File: src/mouse_cursor_register_file_top_defines.svh
// Assertion macros for the mouse cursor register file.
`ifndef MOUSE_CURSOR_REGISTER_FILE_TOP_DEFINES_SVH
`define MOUSE_CURSOR_REGISTER_FILE_TOP_DEFINES_SVH

// Check cons in the same cycle as ante.
`define MCRF_ASSERT_SAME(label, ante, cons, msg) \
  label: assert property (@(posedge clk_i) disable iff (!rst_ni) (ante) |-> (cons)) \
    else $error(msg);

// Check cons in the cycle after ante.
`define MCRF_ASSERT_NEXT(label, ante, cons, msg) \
  label: assert property (@(posedge clk_i) disable iff (!rst_ni) (ante) |=> (cons)) \
    else $error(msg);

`endif

File: src/mcrf_pkg.sv
`default_nettype none

package mcrf_pkg;

  localparam int unsigned CURSOR_SIDE_DEF = 16;

  typedef enum logic [1:0] {
    KIND_READ    = 2'd0,
    KIND_WRITE   = 2'd1,
    KIND_BUTTON  = 2'd2,
    KIND_REFRESH = 2'd3
  } kind_e;

  localparam logic [3:0] OFS_X_HI  = 4'd0;
  localparam logic [3:0] OFS_X_LO  = 4'd1;
  localparam logic [3:0] OFS_Y_HI  = 4'd2;
  localparam logic [3:0] OFS_Y_LO  = 4'd3;
  localparam logic [3:0] OFS_XOFS  = 4'd4;
  localparam logic [3:0] OFS_YOFS  = 4'd5;
  localparam logic [3:0] OFS_WHEEL = 4'd6;
  localparam logic [3:0] OFS_FLAGS = 4'd7;
  localparam logic [3:0] OFS_INDEX = 4'd8;
  localparam logic [3:0] OFS_DATA  = 4'd9;

  localparam logic [7:0] UNMAPPED_VALUE = 8'hCC;

  typedef struct packed {
    logic [3:0] offset;
    logic [7:0] data;
    logic [7:0] button_number;
    logic       button_pressed;
    logic [7:0] click_count;
  } req_t;

endpackage

`default_nettype wire

File: src/mouse_cursor_register_file_top.sv
// An accepted request is held in the s1 registers, then its result in out_data_q.
// Throughput: one request per cycle unless the output stalls; the bitmap RAM read
// launches on acceptance. Reset (rst_ni low, asynchronous) clears the state
// registers and the bitmap valid flags, so the whole bitmap reads as zero at once.
`default_nettype none
`include "mouse_cursor_register_file_top_defines.svh"

module mouse_cursor_register_file_top
  import mcrf_pkg::*;
#(
  parameter int unsigned CURSOR_SIDE = CURSOR_SIDE_DEF
) (
  input  wire logic        clk_i,
  input  wire logic        rst_ni,
  input  wire logic        s_axis_tvalid_i,
  output logic             s_axis_tready_o,
  // [3:0] offset, [11:4] data, [19:12] button_number, [20] button_pressed,
  // [28:21] click_count, [31:29] zero
  input  wire logic [31:0] s_axis_tdata_i,
  // [1:0] kind
  input  wire logic [1:0]  s_axis_tuser_i,
  output logic             m_axis_tvalid_o,
  input  wire logic        m_axis_tready_i,
  // [7:0] read_data, [8] cursor_dirty, [15:9] zero
  output logic [15:0]      m_axis_tdata_o
);

  localparam int unsigned CELLS     = CURSOR_SIDE * CURSOR_SIDE;
  localparam int unsigned AW        = $clog2(CELLS);
  localparam int unsigned MOD_STEPS = 255 / CELLS;

  function automatic logic [AW-1:0] cell_of(input logic [7:0] idx);
    logic [8:0] v;
    v = {1'b0, idx};
    for (int k = 0; k < MOD_STEPS; k++) begin
      if (v >= 9'(CELLS)) begin
        v = v - 9'(CELLS);
      end
    end
    return v[AW-1:0];
  endfunction

  function automatic logic [2:0] mod7(input logic [7:0] n);
    logic [4:0] s;
    logic [3:0] t;
    s = 5'(n[7:6]) + 5'(n[5:3]) + 5'(n[2:0]);
    t = 4'(s[4:3]) + 4'(s[2:0]);
    if (t >= 4'd7) begin
      t = t - 4'd7;
    end
    return t[2:0];
  endfunction

  logic        accept;
  logic        advance;

  logic        s1_vld_q;
  kind_e       s1_kind_q;
  req_t        s1_req_q;

  logic        out_vld_q;
  logic [8:0]  out_data_q, out_data_d;

  logic [15:0] pos_x_q, pos_x_d;
  logic [15:0] pos_y_q, pos_y_d;
  logic [7:0]  ofs_x_q, ofs_x_d;
  logic [7:0]  ofs_y_q, ofs_y_d;
  logic [7:0]  wheel_q, wheel_d;
  logic [7:0]  flags_q, flags_d;
  logic [7:0]  index_q, index_d;
  logic [AW-1:0] cell_q, cell_d;
  logic        dirty_q, dirty_d;
  logic [CELLS-1:0] vld_q, vld_d;

  logic        fwd_q, fwd_d;
  logic [7:0]  fwd_data_q;

  logic        ram_we;
  logic [7:0]  ram_rdata;
  logic [7:0]  bm_rd;
  logic [7:0]  rd;
  logic [2:0]  sel;
  logic        rd_wheel;
  logic        rd_unmapped;

  assign advance         = s1_vld_q && (!out_vld_q || m_axis_tready_i);
  assign s_axis_tready_o = !s1_vld_q || advance;
  assign accept          = s_axis_tvalid_i && s_axis_tready_o;

  assign m_axis_tvalid_o = out_vld_q;
  assign m_axis_tdata_o  = {7'd0, out_data_q};

  assign sel   = mod7(s1_req_q.button_number);
  assign bm_rd = vld_q[cell_q] ? (fwd_q ? fwd_data_q : ram_rdata) : 8'd0;

  assign rd_wheel    = advance && (s1_kind_q == KIND_READ) && (s1_req_q.offset == OFS_WHEEL);
  assign rd_unmapped = advance && (s1_kind_q == KIND_READ) && (s1_req_q.offset > OFS_DATA);

  always_comb begin
    pos_x_d = pos_x_q;
    pos_y_d = pos_y_q;
    ofs_x_d = ofs_x_q;
    ofs_y_d = ofs_y_q;
    wheel_d = wheel_q;
    flags_d = flags_q;
    index_d = index_q;
    cell_d  = cell_q;
    dirty_d = dirty_q;
    vld_d   = vld_q;
    ram_we  = 1'b0;
    rd      = 8'd0;
    if (advance) begin
      unique case (s1_kind_q)
        KIND_READ: begin
          unique case (s1_req_q.offset)
            OFS_X_HI:  rd = pos_x_q[15:8];
            OFS_X_LO:  rd = pos_x_q[7:0];
            OFS_Y_HI:  rd = pos_y_q[15:8];
            OFS_Y_LO:  rd = pos_y_q[7:0];
            OFS_XOFS:  rd = ofs_x_q;
            OFS_YOFS:  rd = ofs_y_q;
            OFS_WHEEL: begin
              rd      = wheel_q;
              wheel_d = 8'd0;
            end
            OFS_FLAGS: rd = flags_q;
            OFS_INDEX: rd = index_q;
            OFS_DATA:  rd = bm_rd;
            default:   rd = UNMAPPED_VALUE;
          endcase
        end
        KIND_WRITE: begin
          unique case (s1_req_q.offset)
            OFS_X_HI: begin
              pos_x_d[15:8] = s1_req_q.data;
              dirty_d       = 1'b1;
            end
            OFS_X_LO: begin
              pos_x_d[7:0] = s1_req_q.data;
              dirty_d      = 1'b1;
            end
            OFS_Y_HI: begin
              pos_y_d[15:8] = s1_req_q.data;
              dirty_d       = 1'b1;
            end
            OFS_Y_LO: begin
              pos_y_d[7:0] = s1_req_q.data;
              dirty_d      = 1'b1;
            end
            OFS_XOFS: begin
              ofs_x_d = s1_req_q.data;
              dirty_d = 1'b1;
            end
            OFS_YOFS: begin
              ofs_y_d = s1_req_q.data;
              dirty_d = 1'b1;
            end
            OFS_WHEEL: wheel_d = s1_req_q.data;
            OFS_INDEX: begin
              index_d = s1_req_q.data;
              cell_d  = cell_of(s1_req_q.data);
            end
            OFS_DATA: begin
              ram_we        = 1'b1;
              vld_d[cell_q] = 1'b1;
              dirty_d       = 1'b1;
            end
            default: ;
          endcase
        end
        KIND_BUTTON: begin
          flags_d = 8'd0;
          if (s1_req_q.button_pressed) begin
            if (sel != 3'd0) begin
              flags_d = 8'd1 << (sel - 3'd1);
            end
            flags_d[7:6] = s1_req_q.click_count[1:0];
          end
        end
        KIND_REFRESH: dirty_d = 1'b0;
        default: ;
      endcase
    end
  end

  assign out_data_d = {dirty_d, rd};
  assign fwd_d      = ram_we;

  mcrf_ram #(
    .WIDTH(8),
    .DEPTH(CELLS)
  ) u_bitmap (
    .clk_i  (clk_i),
    .we_i   (ram_we),
    .waddr_i(cell_q),
    .wdata_i(s1_req_q.data),
    .re_i   (accept),
    .raddr_i(cell_d),
    .rdata_o(ram_rdata)
  );

  always_ff @(posedge clk_i or negedge rst_ni) begin
    if (!rst_ni) begin
      s1_vld_q  <= 1'b0;
      out_vld_q <= 1'b0;
      pos_x_q   <= '0;
      pos_y_q   <= '0;
      ofs_x_q   <= '0;
      ofs_y_q   <= '0;
      wheel_q   <= '0;
      flags_q   <= '0;
      index_q   <= '0;
      cell_q    <= '0;
      dirty_q   <= 1'b0;
      vld_q     <= '0;
      fwd_q     <= 1'b0;
    end else begin
      if (accept) begin
        s1_vld_q <= 1'b1;
        fwd_q    <= fwd_d;
      end else if (advance) begin
        s1_vld_q <= 1'b0;
      end
      if (advance) begin
        out_vld_q <= 1'b1;
      end else if (m_axis_tready_i) begin
        out_vld_q <= 1'b0;
      end
      pos_x_q <= pos_x_d;
      pos_y_q <= pos_y_d;
      ofs_x_q <= ofs_x_d;
      ofs_y_q <= ofs_y_d;
      wheel_q <= wheel_d;
      flags_q <= flags_d;
      index_q <= index_d;
      cell_q  <= cell_d;
      dirty_q <= dirty_d;
      vld_q   <= vld_d;
    end
  end

  always_ff @(posedge clk_i) begin
    if (accept) begin
      s1_kind_q  <= kind_e'(s_axis_tuser_i);
      s1_req_q   <= '{
        offset:         s_axis_tdata_i[3:0],
        data:           s_axis_tdata_i[11:4],
        button_number:  s_axis_tdata_i[19:12],
        button_pressed: s_axis_tdata_i[20],
        click_count:    s_axis_tdata_i[28:21]
      };
      fwd_data_q <= s1_req_q.data;
    end
    if (advance) begin
      out_data_q <= out_data_d;
    end
  end

  `MCRF_ASSERT_SAME(a_no_overrun, out_vld_q && !m_axis_tready_i, !advance, "result overrun")
  `MCRF_ASSERT_NEXT(a_refresh_clears, advance && (s1_kind_q == KIND_REFRESH), !dirty_q && !out_data_q[8], "refresh left dirty set")
  `MCRF_ASSERT_NEXT(a_wheel_clears, rd_wheel, wheel_q == 8'd0, "wheel not cleared on read")
  `MCRF_ASSERT_NEXT(a_unmapped_read, rd_unmapped, out_data_q[7:0] == UNMAPPED_VALUE, "unmapped read value wrong")

endmodule

`default_nettype wire

File: src/mcrf_ram.sv
`default_nettype none

module mcrf_ram #(
  parameter int unsigned WIDTH = 8,
  parameter int unsigned DEPTH = 256,
  localparam int unsigned AW = (DEPTH > 1) ? $clog2(DEPTH) : 1
) (
  input  wire logic             clk_i,
  input  wire logic             we_i,
  input  wire logic [AW-1:0]    waddr_i,
  input  wire logic [WIDTH-1:0] wdata_i,
  input  wire logic             re_i,
  input  wire logic [AW-1:0]    raddr_i,
  output logic      [WIDTH-1:0] rdata_o
);

  logic [WIDTH-1:0] mem_q [DEPTH];

  always_ff @(posedge clk_i) begin
    if (we_i) begin
      mem_q[waddr_i] <= wdata_i;
    end
  end

  always_ff @(posedge clk_i) begin
    if (re_i) begin
      rdata_o <= mem_q[raddr_i];
    end
  end

endmodule

`default_nettype wire
File: config.mk
export PLATFORM = sky130hd
export DESIGN_NAME = mouse_cursor_register_file_top
export DESIGN_NICKNAME = d
export VERILOG_FILES = /design/src/mcrf_pkg.sv /design/src/mouse_cursor_register_file_top.sv /design/src/mcrf_ram.sv
export VERILOG_INCLUDE_DIRS = /design/src /design/src/src
export SDC_FILE = /design/constraint.sdc
export NUM_CORES = 2
export LEC_CHECK = 0
export BUFFER_PORTS_ARGS = -buffer_cell sky130_fd_sc_hd__buf_2
export CORE_ASPECT_RATIO = 2
export CORE_UTILIZATION = 45
export CTS_CLUSTER_DIAMETER = 30
export CTS_CLUSTER_SIZE = 10
export DETAILED_ROUTE_END_ITERATION = 10
export PLACE_DENSITY = 0.7
export SYNTH_ARGS = -nofsm -noshare
export SYNTH_HDL_FRONTEND = slang
export SYNTH_SLANG_ARGS = --single-unit
File: constraint.sdc
create_clock -name clk_i -period 5.9 [get_ports clk_i]
set_input_delay 0.295 -clock clk_i [delete_from_list [all_inputs] [get_ports clk_i]]
set_output_delay 0.295 -clock clk_i [all_outputs]
set_load 0.005 [all_outputs]
==> run metrics <==
IO buf count 39; PwrDens 376.4 nW/um^2; global-route usage over all layers between 20% and 30%; Synth Area in Compound Gates 4.251%; vias in the first global route 59140; Initial Util 45.22%; commonest non-fill, non-tap cell in the layout edfxtp_1; most frequent cells in the layout edfxtp_1, nand2_1, nand3_1; Seq cells post-synth 2438; CTS tree built; 1st-iter DRT viols 6896; Final WS setup 0.3662 ns; max incr delay on CP about 1.1 ns; R2R Setup Slk around 0.37 ns; Reg2Reg Capture Point u_bitmap.rdata_o[1]; max_slew headroom -16.87%; P&R area growth vs syn 13.72%; Worst-Margin Slew 1.753 ns; WS Path Type register to register; Post-synth EDFFs 2098; final wirelength 273400 um; Post-Synth Adder-Cell Area less than 1%; Comb pwr share 13.5%; Overflow after GRT 0; layout cells sized above 1 between 10% and 20%; post-CTS repair timing setup buffer count 0; Async S/R FF share, synth around 14%; Die ar. 214400 um^2; Nets between 6000 and 7000; Max Root-Sink Buffers 4; Worst VDD drop 0.0002778 V; Final Hold Fails 0; Worst Setup End Kind register; mux cell area share after synthesis between 5 and 6%; P_sw ~0.011 W; crit share post-route between 90% and 100%; Arr. time, crit path 6.08 ns; Crit path top cell by count buf_4; CP max FO 60; clock skew 0.04937 ns; DR WL/cell approximately 28 um; Resize count post-CTS 0; CTS Root Cell clkbuf_16; Syn Area/Cell roughly 14 um^2; core area 211400 um^2; worst r2r path cells 11; DP Wirelength around 170000 um; Clock power frac 40.0%; Internal Power 0.03016 W; Yosys Warn Count 0; Max Cap Viol 0; I/O pin count between 50 and 60; FMAX 180.7 MHz; die span in y 653.8 um; Worst Setup Start Kind register; number of hold buffers added after CTS 29; post-synthesis sequential area ratio 74.80%; final antenna-violating net count 0; CTS buffer count 289; CP required 6.44 ns; CTS sink cnt 2438; DRC viols 0; Via-to-Cell Ratio 5.979; worst r2r src s1_kind_q[0]; unrepaired setup endpoints after global routing false; Mapped Cells 6671; drt first pass iters 6; library cells used by synthesis between 50 and 60; min cycle time layout 5.534 ns; ys flop type edfxtp_1; Worst-Skew Late Latency 0.87 ns; vias 58820; Worst-path clk slew 0.06 ns; largest net degree at the start of global routing 201; largest family of logic cells by synthesized area simple AND/OR/NAND/NOR gates; initial antenna violation count 6; die width ~330 um; setup tns final 0 ns; Simple-Gate Fraction of Synth Area 13.07%; Sw Share 26.31%; register share of total power 46.5%; post-synthesis xor/xnor area fraction 0.01832%; global-route wire length before repair 394700 um; Post-Place Worst Slack 0.5959 ns; Max Slew Vio Count 119; CP startpoint s1_kind_q[0]; row count 239; status finished, violations left; Filler Cell Count 16730; CP max-delay cell a2111oi_0; failing checks max-slew violations; Leakage approximately 38 nW; H-tree levels 5; Placer Congestion 0.9284; Hold Path Class input pin to asynchronous set/reset pin; Critical Path, Cell by Cell nor2b_1 > and4_1 > a21oi_4 > inv_8 > buf_4 > mux4_2 > a2111oi_0 > buf_4 > a22oi_1 > nand3_1 > nand4_1; # setup viols final 0; Cell Area, Synth around 96000 um^2
==> Yosys cell counts, types with 11 or more instances <==
master	n	share of area (%)
o22ai_1	11	0.072
clkbuf_1	268	1.1
nor2_1	283	1.1
mux2_2	52	0.61
nand4_1	153	1.0
a31oi_1	121	0.79
buf_2	106	0.55
o21ai_0	35	0.18
dfrtp_1	340	8.9
mux2i_1	14	0.15
a2111oi_0	131	1.2
inv_1	17	0.067
a22oi_1	42	0.33
nand3_1	441	2.3
or2_2	257	1.7
a21oi_1	284	1.5
mux4_2	215	5.1
buf_1	21	0.082
nand2_1	1677	6.6
buf_4	12	0.094
edfxtp_1	2098	66
nor3_1	15	0.079
==> worst max-delay path: cells and delay by family, from the launching register on <==
family	cells	cell delay [ns]
buf+inv	3	1.11
compound gates	3	1.42
simple gates	4	1.48
flops	1	0.61
mux	1	0.53
==> routing by layer <==
| metal | track usage [%] | wire [um] | vias up |
|---|---|---|---|
| met2 | 43.49 | 138900 | 3201 |
| met3 | 4.017 | 19910 | 893 |
| met5 | 0 | 13 | - |
| li1 | - | - | 25000 |
| met1 | 26.98 | 88510 | 29730 |
| met4 | 21.42 | 26110 | 2 |
==> per-stage QoR <==
step	total power [W]	hold slack (ns)	cell area [um^2]	util [%]	cells
global placement	0.02471	0.3547	99890	47.25	9289
CTS	0.04091	0.1523	108700	51.42	9829
global route	0.04184	0.1944	108700	51.42	9830
finish	0.04092	0.1449	108700	51.43	9837
detailed placement	0.02479	0.3625	99890	47.25	9289
floorplan	0.02245	-0.0005911	95620	-	6677
==> state kept, by name (all words and copies together) (netlist names), 2 cells and up <==
| signal | cells |
|---|---|
| u_bitmap.mem_q | 2048 |
| out_data_q | 9 |
| cell_q | 8 |
| s1_req_q | 23 |
| flags_q | 8 |
| index_q | 8 |
| wheel_q | 8 |
| s1_kind_q | 2 |
| ofs_x_q | 8 |
| ofs_y_q | 8 |
| u_bitmap.rdata_o | 8 |
| fwd_data_q | 8 |
| vld_q | 256 |
| pos_x_q | 16 |
| pos_y_q | 16 |
==> worst max-delay path by stage <==
stage / to / slack (ns) / cells after the start
6_report: u_bitmap.rdata_o[1] / 0.37 / 11
5_1_grt: u_bitmap.rdata_o[1] / 0.13 / 11
4_1_cts: u_bitmap.rdata_o[1] / 0.52 / 11
3_5_place_dp: u_bitmap.rdata_o[1] / 0.60 / 11
3_3_place_gp: u_bitmap.rdata_o[1] / 0.68 / 11
2_1_floorplan: u_bitmap.rdata_o[0] / 0.08 / 8
==> kinds of logic after synthesis <==
family | Yosys count
flip-flops | 2438
other | 1
AND/OR/NAND/NOR | 2865
XOR/XNOR | 2
adder cells (fa/ha/maj) | 11
AO/OA/AOI/OAI | 646
buffers and inverters | 427
multiplexers | 281
==> area by class of cell <==
class                           count  area (um^2)  share of cell area (%)
Sequential cell                  2438        71520                   65.78
Timing Repair Buffer              278         2535                   2.332
Tap cell                         2771         3467                   3.189
Multi-Input combinational cell   3812        22580                   20.77
Clock inverter                      9        132.6                  0.1220
Antenna cell                        8        20.02                 0.01841
Inverter                           19        78.83                 0.07250
Clock buffer                      502         8391                   7.717
==> power by group through the flow <==
| stage | registers [W] | logic (W) | clock network (W) |
|---|---|---|---|
| after detailed placement | 0.0194 | 0.00541 | 0 |
| after global placement | 0.0194 | 0.00533 | 0 |
| after CTS | 0.0190 | 0.00545 | 0.0164 |
| final | 0.0190 | 0.00553 | 0.0164 |
| after floorplan | 0.0195 | 0.00296 | 0 |
| after global routing | 0.0190 | 0.00576 | 0.0170 |
Note: power is estimated with default switching activity, not from simulation.
